### src/rtl/ftsl_pkg.sv
package ftsl_pkg;

    typedef enum logic [1:0] {
        MODE_COPY  = 2'd0,
        MODE_HORIZ = 2'd1,
        MODE_VERT  = 2'd2
    } filter_mode_t;

    // register index, taken from paddr[2]
    localparam logic REG_FILTER_MODE = 1'b0;
    localparam logic REG_PHASE       = 1'b1;

    localparam int ROUND_SHIFT = 5;
    localparam int SUM_W       = 16;
    localparam int COL_W       = 7;
    localparam logic [COL_W-1:0] COL_MAX = 7'd127;
    localparam logic [1:0]       ROW_FULL = 2'd3;

    typedef logic signed [5:0] coef_t;

    // coefficient of one tap for one phase; tap 0 is the oldest sample
    function automatic coef_t coef(input logic [1:0] phase, input logic [1:0] tap);
        coef_t c;
        c = 6'sd0;
        case (phase)
            2'd1:
            begin
                case (tap)
                    2'd1:    c = 6'sd25;
                    2'd2:    c = 6'sd9;
                    default: c = -6'sd1;
                endcase
            end
            2'd2:
            begin
                case (tap)
                    2'd1:    c = 6'sd18;
                    2'd2:    c = 6'sd18;
                    default: c = -6'sd2;
                endcase
            end
            2'd3:
            begin
                case (tap)
                    2'd1:    c = 6'sd9;
                    2'd2:    c = 6'sd25;
                    default: c = -6'sd1;
                endcase
            end
            default: c = 6'sd0;
        endcase
        return c;
    endfunction

endpackage

### src/rtl/ftsl_taps.sv
module ftsl_taps (
    input  logic [1:0] phase,
    input  logic [7:0] p0,
    input  logic [7:0] p1,
    input  logic [7:0] p2,
    input  logic [7:0] p3,
    output logic [7:0] pixel
);

    logic signed [ftsl_pkg::SUM_W-1:0] prod0;
    logic signed [ftsl_pkg::SUM_W-1:0] prod1;
    logic signed [ftsl_pkg::SUM_W-1:0] prod2;
    logic signed [ftsl_pkg::SUM_W-1:0] prod3;
    logic signed [ftsl_pkg::SUM_W-1:0] sum;
    logic signed [ftsl_pkg::SUM_W-1:0] shifted;

    always_comb
    begin
        prod0 = ftsl_pkg::SUM_W'(ftsl_pkg::coef(phase, 2'd0)) * $signed({8'd0, p0});
        prod1 = ftsl_pkg::SUM_W'(ftsl_pkg::coef(phase, 2'd1)) * $signed({8'd0, p1});
        prod2 = ftsl_pkg::SUM_W'(ftsl_pkg::coef(phase, 2'd2)) * $signed({8'd0, p2});
        prod3 = ftsl_pkg::SUM_W'(ftsl_pkg::coef(phase, 2'd3)) * $signed({8'd0, p3});
        sum = prod0 + prod1 + prod2 + prod3
            + ftsl_pkg::SUM_W'(1 << (ftsl_pkg::ROUND_SHIFT - 1));
        shifted = sum >>> ftsl_pkg::ROUND_SHIFT;
        // clip to the sample range
        if (sum < 0)
        begin
            pixel = 8'd0;
        end
        else if (shifted > 16'sd255)
        begin
            pixel = 8'd255;
        end
        else
        begin
            pixel = shifted[7:0];
        end
    end

endmodule

### src/rtl/four_tap_subpel_luma_filter.sv
// Four-tap sub-pixel luma filter, copy / horizontal / vertical.
// Output path: the input transfer loads the first-stage registers, then the result register
// loads when the output is free (no valid output held, or m_tready), and drives the output stream.
// Throughput: one sample per cycle unless the output stalls; the line-store memory takes one read at
// input transfer and one write as the item leaves the first stage, with a bypass for the same column.
// Reset (rst_n, asynchronous, active low) clears config, taps, counters and valids.
module four_tap_subpel_luma_filter #(
    parameter int MAX_ROW_SAMPLES = 64
) (
    input  logic        clk,
    input  logic        rst_n,
    // APB configuration
    input  logic        psel,
    input  logic        penable,
    input  logic        pwrite,
    input  logic [2:0]  paddr,
    input  logic [31:0] pwdata,
    output logic [31:0] prdata,
    output logic        pready,
    // input stream
    input  logic        s_tvalid,
    output logic        s_tready,
    input  logic [7:0]  s_tdata,   // [7:0] sample
    input  logic        s_tlast,   // row_end
    input  logic        s_tuser,   // [0] block_start
    // output stream
    output logic        m_tvalid,
    input  logic        m_tready,
    output logic [7:0]  m_tdata,   // [7:0] pixel
    output logic        m_tlast    // row_last
);

    localparam int ADDR_W = (MAX_ROW_SAMPLES > 1) ? $clog2(MAX_ROW_SAMPLES) : 1;
    localparam logic [ftsl_pkg::COL_W:0] COL_LIMIT = (ftsl_pkg::COL_W + 1)'(MAX_ROW_SAMPLES);
    localparam logic [ftsl_pkg::COL_W:0] COL_LAST  = (ftsl_pkg::COL_W + 1)'(MAX_ROW_SAMPLES - 1);

    // configuration
    logic [1:0] filter_mode_reg;
    logic [1:0] phase_reg;
    logic       cfg_write;

    assign pready    = 1'b1;
    assign cfg_write = psel && penable && pwrite;

    always_ff @(posedge clk or negedge rst_n)
    begin
        if (!rst_n)
        begin
            filter_mode_reg <= 2'd0;
            phase_reg       <= 2'd0;
        end
        else if (cfg_write)
        begin
            if (paddr[2] == ftsl_pkg::REG_FILTER_MODE)
            begin
                filter_mode_reg <= pwdata[1:0];
            end
            else
            begin
                phase_reg <= pwdata[1:0];
            end
        end
    end

    assign prdata = (paddr[2] == ftsl_pkg::REG_FILTER_MODE) ? {30'd0, filter_mode_reg}
                                                            : {30'd0, phase_reg};

    // counters and taps, advanced on each input transfer
    logic [ftsl_pkg::COL_W-1:0] column_count_reg;
    logic [1:0]                 row_count_reg;
    logic [7:0]                 tap_reg [3];
    logic [ftsl_pkg::COL_W-1:0] col_eff;
    logic [1:0]                 row_eff;
    logic [ftsl_pkg::COL_W:0]   col_clamp;
    logic [ADDR_W-1:0]          addr_now;
    logic [ftsl_pkg::COL_W-1:0] column_count_next;
    logic [1:0]                 row_count_next;
    logic                       s_accept;

    always_comb
    begin
        col_eff = s_tuser ? '0 : column_count_reg;
        row_eff = s_tuser ? 2'd0 : row_count_reg;
        // long rows share the last slot
        col_clamp = ({1'b0, col_eff} >= COL_LIMIT) ? COL_LAST : {1'b0, col_eff};
        addr_now  = col_clamp[ADDR_W-1:0];
        if (s_tlast)
        begin
            column_count_next = '0;
            row_count_next    = (row_eff == ftsl_pkg::ROW_FULL) ? row_eff : row_eff + 2'd1;
        end
        else
        begin
            column_count_next = (col_eff == ftsl_pkg::COL_MAX) ? col_eff : col_eff + 1'b1;
            row_count_next    = row_eff;
        end
    end

    // first stage
    logic              s1_valid_reg;
    logic [7:0]        s1_sample_reg;
    logic              s1_last_reg;
    logic              s1_horiz_ok_reg;
    logic              s1_vert_ok_reg;
    logic [ADDR_W-1:0] s1_addr_reg;
    logic [7:0]        s1_tap_reg [3];
    logic              s1_produce;
    logic              s1_advance;

    // output stage
    logic       out_valid_reg;
    logic [7:0] out_pixel_reg;
    logic       out_last_reg;
    logic       out_free;

    assign out_free   = !out_valid_reg || m_tready;
    assign s1_advance = s1_valid_reg && (!s1_produce || out_free);
    assign s_tready   = !s1_valid_reg || s1_advance;
    assign s_accept   = s_tvalid && s_tready;

    always_comb
    begin
        case (filter_mode_reg)
            ftsl_pkg::MODE_HORIZ: s1_produce = s1_horiz_ok_reg;
            ftsl_pkg::MODE_VERT:  s1_produce = s1_vert_ok_reg;
            default:              s1_produce = 1'b1;
        endcase
    end

    always_ff @(posedge clk or negedge rst_n)
    begin
        if (!rst_n)
        begin
            column_count_reg <= '0;
            row_count_reg    <= 2'd0;
            tap_reg[0]       <= 8'd0;
            tap_reg[1]       <= 8'd0;
            tap_reg[2]       <= 8'd0;
            s1_valid_reg     <= 1'b0;
        end
        else
        begin
            if (s_accept)
            begin
                column_count_reg <= column_count_next;
                row_count_reg    <= row_count_next;
                tap_reg[0]       <= tap_reg[1];
                tap_reg[1]       <= tap_reg[2];
                tap_reg[2]       <= s_tdata;
            end
            if (s_accept)
            begin
                s1_valid_reg <= 1'b1;
            end
            else if (s1_advance)
            begin
                s1_valid_reg <= 1'b0;
            end
        end
    end

    // line store: one word per column holding the three rows, oldest lowest
    logic [23:0] line_mem [MAX_ROW_SAMPLES];
    logic [23:0] rd_data_reg;
    logic [23:0] byp_data_reg;
    logic        byp_sel_reg;
    logic [23:0] s1_entry;
    logic [23:0] s1_entry_next;

    assign s1_entry      = byp_sel_reg ? byp_data_reg : rd_data_reg;
    assign s1_entry_next = {s1_sample_reg, s1_entry[23:16], s1_entry[15:8]};

    always_ff @(posedge clk)
    begin
        if (s1_advance)
        begin
            line_mem[s1_addr_reg] <= s1_entry_next;
        end
        if (s_accept)
        begin
            rd_data_reg <= line_mem[addr_now];
        end
    end

    always_ff @(posedge clk)
    begin
        if (s_accept)
        begin
            // forward the word being written when the new item reads the same column
            byp_sel_reg     <= s1_advance && (s1_addr_reg == addr_now);
            byp_data_reg    <= s1_entry_next;
            s1_sample_reg   <= s_tdata;
            s1_last_reg     <= s_tlast;
            s1_horiz_ok_reg <= (col_eff >= 7'd3);
            s1_vert_ok_reg  <= (row_eff == ftsl_pkg::ROW_FULL);
            s1_addr_reg     <= addr_now;
            s1_tap_reg[0]   <= tap_reg[0];
            s1_tap_reg[1]   <= tap_reg[1];
            s1_tap_reg[2]   <= tap_reg[2];
        end
    end

    // filter datapath
    logic [7:0] f_p0;
    logic [7:0] f_p1;
    logic [7:0] f_p2;
    logic [7:0] f_pixel;
    logic [7:0] result_pixel;

    always_comb
    begin
        if (filter_mode_reg == ftsl_pkg::MODE_VERT)
        begin
            f_p0 = s1_entry[7:0];
            f_p1 = s1_entry[15:8];
            f_p2 = s1_entry[23:16];
        end
        else
        begin
            f_p0 = s1_tap_reg[0];
            f_p1 = s1_tap_reg[1];
            f_p2 = s1_tap_reg[2];
        end
    end

    ftsl_taps u_taps (
        .phase (phase_reg),
        .p0    (f_p0),
        .p1    (f_p1),
        .p2    (f_p2),
        .p3    (s1_sample_reg),
        .pixel (f_pixel)
    );

    always_comb
    begin
        case (filter_mode_reg)
            ftsl_pkg::MODE_HORIZ: result_pixel = f_pixel;
            ftsl_pkg::MODE_VERT:  result_pixel = f_pixel;
            default:              result_pixel = s1_sample_reg;
        endcase
    end

    // hold the result until the downstream transfer
    always_ff @(posedge clk or negedge rst_n)
    begin
        if (!rst_n)
        begin
            out_valid_reg <= 1'b0;
        end
        else if (s1_advance && s1_produce)
        begin
            out_valid_reg <= 1'b1;
        end
        else if (m_tready)
        begin
            out_valid_reg <= 1'b0;
        end
    end

    always_ff @(posedge clk)
    begin
        if (s1_advance && s1_produce)
        begin
            out_pixel_reg <= result_pixel;
            out_last_reg  <= s1_last_reg;
        end
    end

    assign m_tvalid = out_valid_reg;
    assign m_tdata  = out_pixel_reg;
    assign m_tlast  = out_last_reg;

endmodule

### config.mk
export PLATFORM = sky130hd
export DESIGN_NAME = four_tap_subpel_luma_filter
export DESIGN_NICKNAME = d
export VERILOG_FILES = /design/src/rtl/ftsl_pkg.sv /design/src/rtl/ftsl_taps.sv /design/src/rtl/four_tap_subpel_luma_filter.sv
export SDC_FILE = /design/constraint.sdc
export NUM_CORES = 2
export LEC_CHECK = 0
export BUFFER_PORTS_ARGS = -buffer_cell sky130_fd_sc_hd__buf_4
export CORE_MARGIN = 2
export CORE_UTILIZATION = 51
export DETAILED_ROUTE_END_ITERATION = 8
export HOLD_SLACK_MARGIN = 0.08
export PLACE_DENSITY = 0.72
export SYNTH_ARGS = -nofsm -noshare
export SYNTH_HDL_FRONTEND = slang
export SYNTH_SLANG_ARGS = --single-unit
export TNS_END_PERCENT = 10
### constraint.sdc
create_clock -name clk -period 8.4 [get_ports clk]
set_input_delay 0.42 -clock clk [delete_from_list [all_inputs] [get_ports clk]]
set_output_delay 0.42 -clock clk [all_outputs]
set_load 0.02 [all_outputs]
* After elaboration in Yosys (flattened, before gate mapping)
Memory sizes are Yosys's and may differ from the RTL's. A register that Yosys moved wholly into a read port is not among the register bits.
Index checks and enable logic that the tools add are counted.
** Word-level totals
- Flip-flop bits (word level) :: 90
- RAM bits :: 1560
- Bits of input ports :: 52
- Output and inout port bits :: 44
- Logic and storage cells :: 88
- Memories kept :: 2
** Memory list
- line_mem :: words 64, width 24, read ports 1, clocked after memory_dff 1, write ports 1, line four_tap_subpel_luma_filter.sv:163 : logic [23:0] line_mem [MAX_ROW_SAMPLES];
- s1_tap_reg :: words 3, width 8, read ports 3, clocked after memory_dff 0, write ports 3, line four_tap_subpel_luma_filter.sv:106 : logic [7:0] s1_tap_reg [3];
** Operators by class
- Add/sub/neg operators :: 6
- $mul :: 4
- Magnitude comparators :: 4
- Equal/unequal tests :: 8
- Muxes and demuxes :: 27
- Bitwise operators :: 1
- Reduce and logical (&&, ||, !) cells :: 18
** Operator list (number)
- $add 16x16->16 :: 3
- $mux 8 :: 6
- $mul 6x9->15 :: 2
- $pmux 5 s3 :: 2
- $mul 5x8->13 :: 2
- $mux 24 :: 1
- $mux 7 :: 3
- $add 16x6->16 const B :: 1
- $lt 16x1->1 const B :: 1
- $pmux 6 s2 :: 1
- $gt 11x9->1 const B :: 1
- $eq 2x2->1 const B :: 4
- $mux 1 :: 8
- $mux 2 :: 4
- $add 7x1->7 const B :: 1
- $eq 7x7->1 const B :: 1
- $ge 7x2->1 const B :: 1
- $ge 7x7->1 const B :: 1
- $eq 6x6->1 :: 1
- $logic_and 1x1->1 :: 6
- $mux 6 :: 1
- $eq 2x1->1 const B :: 2
- $reduce_and 2->1 :: 2
- $reduce_bool 2->1 :: 2
- 6 further kinds :: 11

* Logic depth before layout (Yosys ltp)
- Word-level depth :: 12
- Depth in mapped cells :: 33
- Depth with buffers taken out :: 31

* Modules after synthesis
From an unflattened synthesis, not the netlist that was laid out.
** Unflattened totals
- Cell total of the unflattened synthesis :: 4979
- Area total of the unflattened synthesis :: 72739.8 sq um
** Modules (own cells, without submodules)
- four_tap_subpel_luma_filter :: times used 1, cells an instance 4300, area an instance 66467.5 sq um, seq. area each 50073.0 sq um
- ftsl_taps :: times used 1, cells an instance 679, area an instance 6272.3 sq um, seq. area each 0.0 sq um

* Worst setup path before layout
No wires, ideal clock.
- Path kind :: register -> register
- From :: reg phase_reg[0]
- To :: reg out_pixel_reg[0] (netlist: m_tdata[0]), data pin
- Library setup time :: 294 ps
- Arrival time :: 7764 ps
- Required time :: 8106 ps
- Slack :: 342 ps
- Stages on the path, launching flop included :: 30
- Buffers on the path :: 2
- Period minus slack after synthesis :: 8058 ps
- Cells stage by stage :: dfrtp_1 > clkinv_1 > ha_1 > clkbuf_1 > clkbuf_1 > nor2_1 > fa_1 > inv_1 > fa_1 > inv_1 > fa_1 > fa_1 > fa_1 > a21o_1 > a21oi_1 > o21bai_1 > a21oi_1 > o21ai_0 > xor2_1 > fa_1 > fa_1 > ha_1 > ha_1 > inv_1 > o31a_1 > and3_1 > a21oi_1 > xor2_1 > nor3_2 > a221oi_1
** Between the ends
- Word-level cells in the longest chain between the ends :: 12
** Ends and longest elaborated chain
- start: declaration :: line four_tap_subpel_luma_filter.sv:39 : logic [1:0] phase_reg;
- start signal: assignment :: line four_tap_subpel_luma_filter.sv:60 : phase_reg <= pwdata[1:0];
- $eq 2x1->1 or $eq 2x2->1 (tied branches) :: line ftsl_pkg.sv:25 : case (phase)
- $reduce_or 2->1 (no source line)
- $pmux 6 s2 :: line ftsl_pkg.sv:25
- $mul 6x9->15 :: line ftsl_taps.sv:19 : prod0 = ftsl_pkg::SUM_W'(ftsl_pkg::coef(phase, 2'd0)) * $signed({8'd0, p0});
- $add 16x16->16 (2 in a row) :: line ftsl_taps.sv:23 : sum = prod0 + prod1 + prod2 + prod3
- $add 16x16->16 * :: line ftsl_taps.sv:23
- $add 16x6->16 * :: line ftsl_taps.sv:24 : + ftsl_pkg::SUM_W'(1 << (ftsl_pkg::ROUND_SHIFT - 1));
- $gt 11x9->1 :: line ftsl_taps.sv:31 : else if (shifted > 16'sd255)
- $mux 8 :: line ftsl_taps.sv:31
- $mux 8 * :: line ftsl_taps.sv:27 : if (sum < 0)
- $mux 8 * :: line four_tap_subpel_luma_filter.sv:237 : case (filter_mode_reg)
- named net result_pixel[0] :: line four_tap_subpel_luma_filter.sv:208 : logic [7:0] result_pixel;
- end signal: assignment :: line four_tap_subpel_luma_filter.sv:265 : out_pixel_reg <= result_pixel;
- end: declaration :: line four_tap_subpel_luma_filter.sv:112 : logic [7:0] out_pixel_reg;
The timed path passes the listed nets; every way through them passes the cells marked *.
A chain may end at the register's enable or synchronous reset.

* Worst setup path in the final report
- From :: reg phase_reg[0]
- To :: reg out_pixel_reg[1] (netlist: m_tdata[1]), data pin
Same word-level chain as after synthesis.

==> key figures <==
Placed design
  • Placed insts: 6556
  • Routability cong.: 0.887
  • HPWL Detailed: 96800 um
  • Area after DPL: 0.0736 mm^2
  • Count of buffers from port buffering: 32

Floorplanning
  • Starting Density: 51.2%
  • Die width: 378 um
  • Die Ht: 378 um
  • I/O Pins: 96
  • Die footprint: 0.143 mm^2
  • Rows: 137
  • CORE AREA: 0.139 mm^2

Logic synthesis
  • Number of synthesized flops with an enable pin: 1635
  • Asr flop ratio synth: 2.33%
  • Largest area contributor in the netlist: edfxtp_1
  • Post-synth top area share: 68.9%
  • Synthesis warning total: 0
  • Mapped Cells: 4815
  • Sequential cell area fraction in the yosys report: 70.3%
  • Synth cell types: 71
  • Mapped Avg Cell Area: 14.8 um^2
  • Main synth FF type: edfxtp_1
  • Synth top area cells: edfxtp_1 69%, nand2_1 3.5%, o221ai_1 3.1%
  • Synth Register Bits: 1674
  • Mapped Area: 0.0712 mm^2

Worst setup path
  • Crit start category: register
  • Slowest CP cell: or4b_2
  • Crit. End Element: register
  • CP most frequent cell: ha_1
  • Worst Reg-to-Reg Cells: 29
  • Critical Path RT: 8.98 ns
  • Max stage delay on crit path: 0.64 ns
  • Critical R2R Capture: m_tdata[1]
  • CP Data Arrival Time: 8.63 ns
  • Critical path class: reg2reg
  • Critical Path Fanout Max: 8
  • RR Startpoint: phase_reg[0]
  • R2r setup slk: 0.34 ns

Final layout
  • Max FFs per register: 1536
  • Leading cell type in the layout, fill and taps excluded: edfxtp_1
  • Synthesis-to-layout area growth: 10.9%
  • Commonest non-fill, non-tap cells in the layout: 1635 x edfxtp_1, 665 x nand2_1, 298 x nand3_1
  • Largest register by flop count: line_mem
  • Cell area after layout: 0.0790 mm^2
  • Post-Route Utilization: 56.8%
  • Final Non-Filler Cells: 6872
  • Nets: 5168
  • Layout cells sized above 1: 11.7%

GRT
  • GRT Residual Overflow: 0
  • Vias in the first global route: 41600
  • Largest net degree at the start of global routing: 178
  • Initial antenna violation count: 9
  • First-pass GRT wire length: 263000 um
  • GR Util All Layers: 24.7%

Power and ir drop
  • Logic pwr share: 50.4%
  • Net Sw Power: 13400 uW
  • Part of the power in registers: 28.9%
  • LEAKAGE: 0.0275 uW
  • Cell internal pwr: 20700 uW
  • Sw Share: 39.3%
  • Peak supply drop: 2.01 mV
  • Clock network power share: 20.7%
  • P per Cell Area: 432 mW/mm^2

CTS
  • Max Buffers Root-to-Sink: 3
  • CTS clk-pin slew, worst paths: 0.06 ns
  • Num CTS Buffers: 161
  • Root buffer selected by CTS: clkbuf_16
  • Clk Latency, worst-skew pair: 0.80 ns
  • Clock Sinks: 1674
  • # H-tree levels: 4
  • TritonCTS clock tree: done

Drt
  • Routed len/inst: 25.7 um
  • Initial DRC Count: 5570
  • Via count: 42400
  • DR vias/cell: 6.17
  • # DRC: 0
  • Drt pass-1 iters: 8
  • Post-Route WL: 177000 um
  • Post-route ant nets: 0

Worst hold path
  • Worst Hold Class: in2async

STA
  • Max frequency: 124 MHz
  • Relative slew slack: 11.2%
  • Worst Skew: 0.0354 ns
  • Least-Margin Pin Slew: 1.33 ns
  • Setup_tns: 0 ns
  • Period utilisation layout: 95.9%
  • Period minus WS final: 8.06 ns
  • Final setup viols: 0
  • Count of final hold-check violations: 0
  • Fin. max-slew vios: 0
  • Unrepaired setup endpoints after global routing: false

Status
  • Status: finished, final reports clean

Run
  • Number of max-cap violations: 0
-- through the flow --
step / setup slack, ns / power [uW] / hold WS [ns]
finish: 0.345 / 34100 / 0.176
global route: 0.000123 / 36000 / 0.207
CTS: 0.0628 / 34000 / 0.148
detailed placement: 0.0802 / 26900 / 0.406
global placement: 0.248 / 26500 / 0.401
floorplan: 0.342 / 23700 / 0.124
-- per-layer routing --
layer | track usage, % | share of wire [%] | up-vias
met5 | 0 | 0.0079 | -
met4 | 9.44 | 3.5 | 2
met3 | 4.45 | 8.4 | 354
met2 | 39.5 | 48 | 2051
met1 | 34.1 | 40 | 21400
li1 | - | - | 18600
-- critical path, delay by kind of cell, from the launching register on --
family,cells,cell delay [ns]
adders and majority gates,9,3.39
AOI/OAI and AO/OA,9,1.98
and+or+nand+nor,5,1.23
buffers and inverters,5,0.54
DFF,1,0.45
xor gates and xnor gates,1,0.26
-- layout make-up --
cell class	instances	area (um^2)
Clock inverter	100	917
Inverter	152	593
Clock buffer	191	4180
Antenna cell	1	2.50
Tap cell	1876	2350
Timing Repair Buffer	196	1660
Fill cell	10500	60000
Sequential cell	1674	50100
Multi-Input combinational cell	2682	19200
-- what timing repair did --
action,in CTS,in global routing
endpoints found under the setup margin,0,8
setup buffers,0,5
gates resized for setup,0,10
hold buffers,19,0
hold endpoints to repair,69,0
-- logic make-up (layout without fill, tap and decap cells) --
kind of cell / count (synthesis) / in the layout / synth area share, %
fa+ha+maj: 249 / 249 / 5.33
other cells: 2 / 32 / 0.0105
mux: 237 / 237 / 4.54
compound gates: 849 / 849 / 8.31
buf+inv: 488 / 639 / 3.19
flops: 1674 / 1674 / 70.3
xor+xnor: 49 / 49 / 0.602
simple gates: 1267 / 1267 / 7.72
-- power groups by stage --
| stage | Sequential (uW) | Combinational (uW) | Clock [uW] |
|---|---|---|---|
| 2_1_floorplan | 10100 | 13700 | 0 |
| 3_3_place_gp | 10000 | 16500 | 0 |
| 3_5_place_dp | 10000 | 16900 | 0 |
| 4_1_cts | 9870 | 17000 | 7130 |
| 5_1_grt | 9860 | 18700 | 7440 |
| 6_report | 9860 | 17200 | 7070 |
-- synth_stat cells (5+ instances only) --
cell      count
nor2b_1      28
a22oi_1      10
and2_1       11
o21bai_1      9
nor2_1      164
inv_1       147
o31ai_1      17
nand3_1     298
and3_1       12
buf_2       110
a211oi_1      5
nand2b_1     13
nand2_1     665
o21ai_1       6
mux2i_1     159
o22ai_1     175
a21o_1       15
xnor2_1      34
nor4_1       25
buf_6         7
clkbuf_1    134
a22o_1       13
fa_1         91
nor3_1       13
o221ai_1    251
o21ai_0      46
a31oi_1      83
a21oi_1     168
nand4_1      11
a222oi_1      5
buf_1        23
a221oi_1      9
ha_1        158
mux2_2       10
edfxtp_1   1635
or2_2         8
dfrtp_1      39
o311ai_0      5
nand4b_1      5
mux4_2       68
buf_4        60
xor2_1       15
-- how the worst max path moves through the flow --
| stage | start | endpoint | slack, ns | depth (start not counted) |
|---|---|---|---|---|
| global route | phase_reg[0] | m_tdata[2] | 0.0001 | 29 |
| detailed placement | phase_reg[0] | m_tdata[0] | 0.08 | 28 |
| CTS | phase_reg[0] | m_tdata[4] | 0.06 | 28 |
| finish | phase_reg[0] | m_tdata[1] | 0.34 | 29 |
| global placement | phase_reg[0] | m_tdata[2] | 0.25 | 28 |
| floorplan | phase_reg[0] | m_tdata[0] | 0.34 | 29 |
Note: power is estimated with default switching activity, not from simulation.
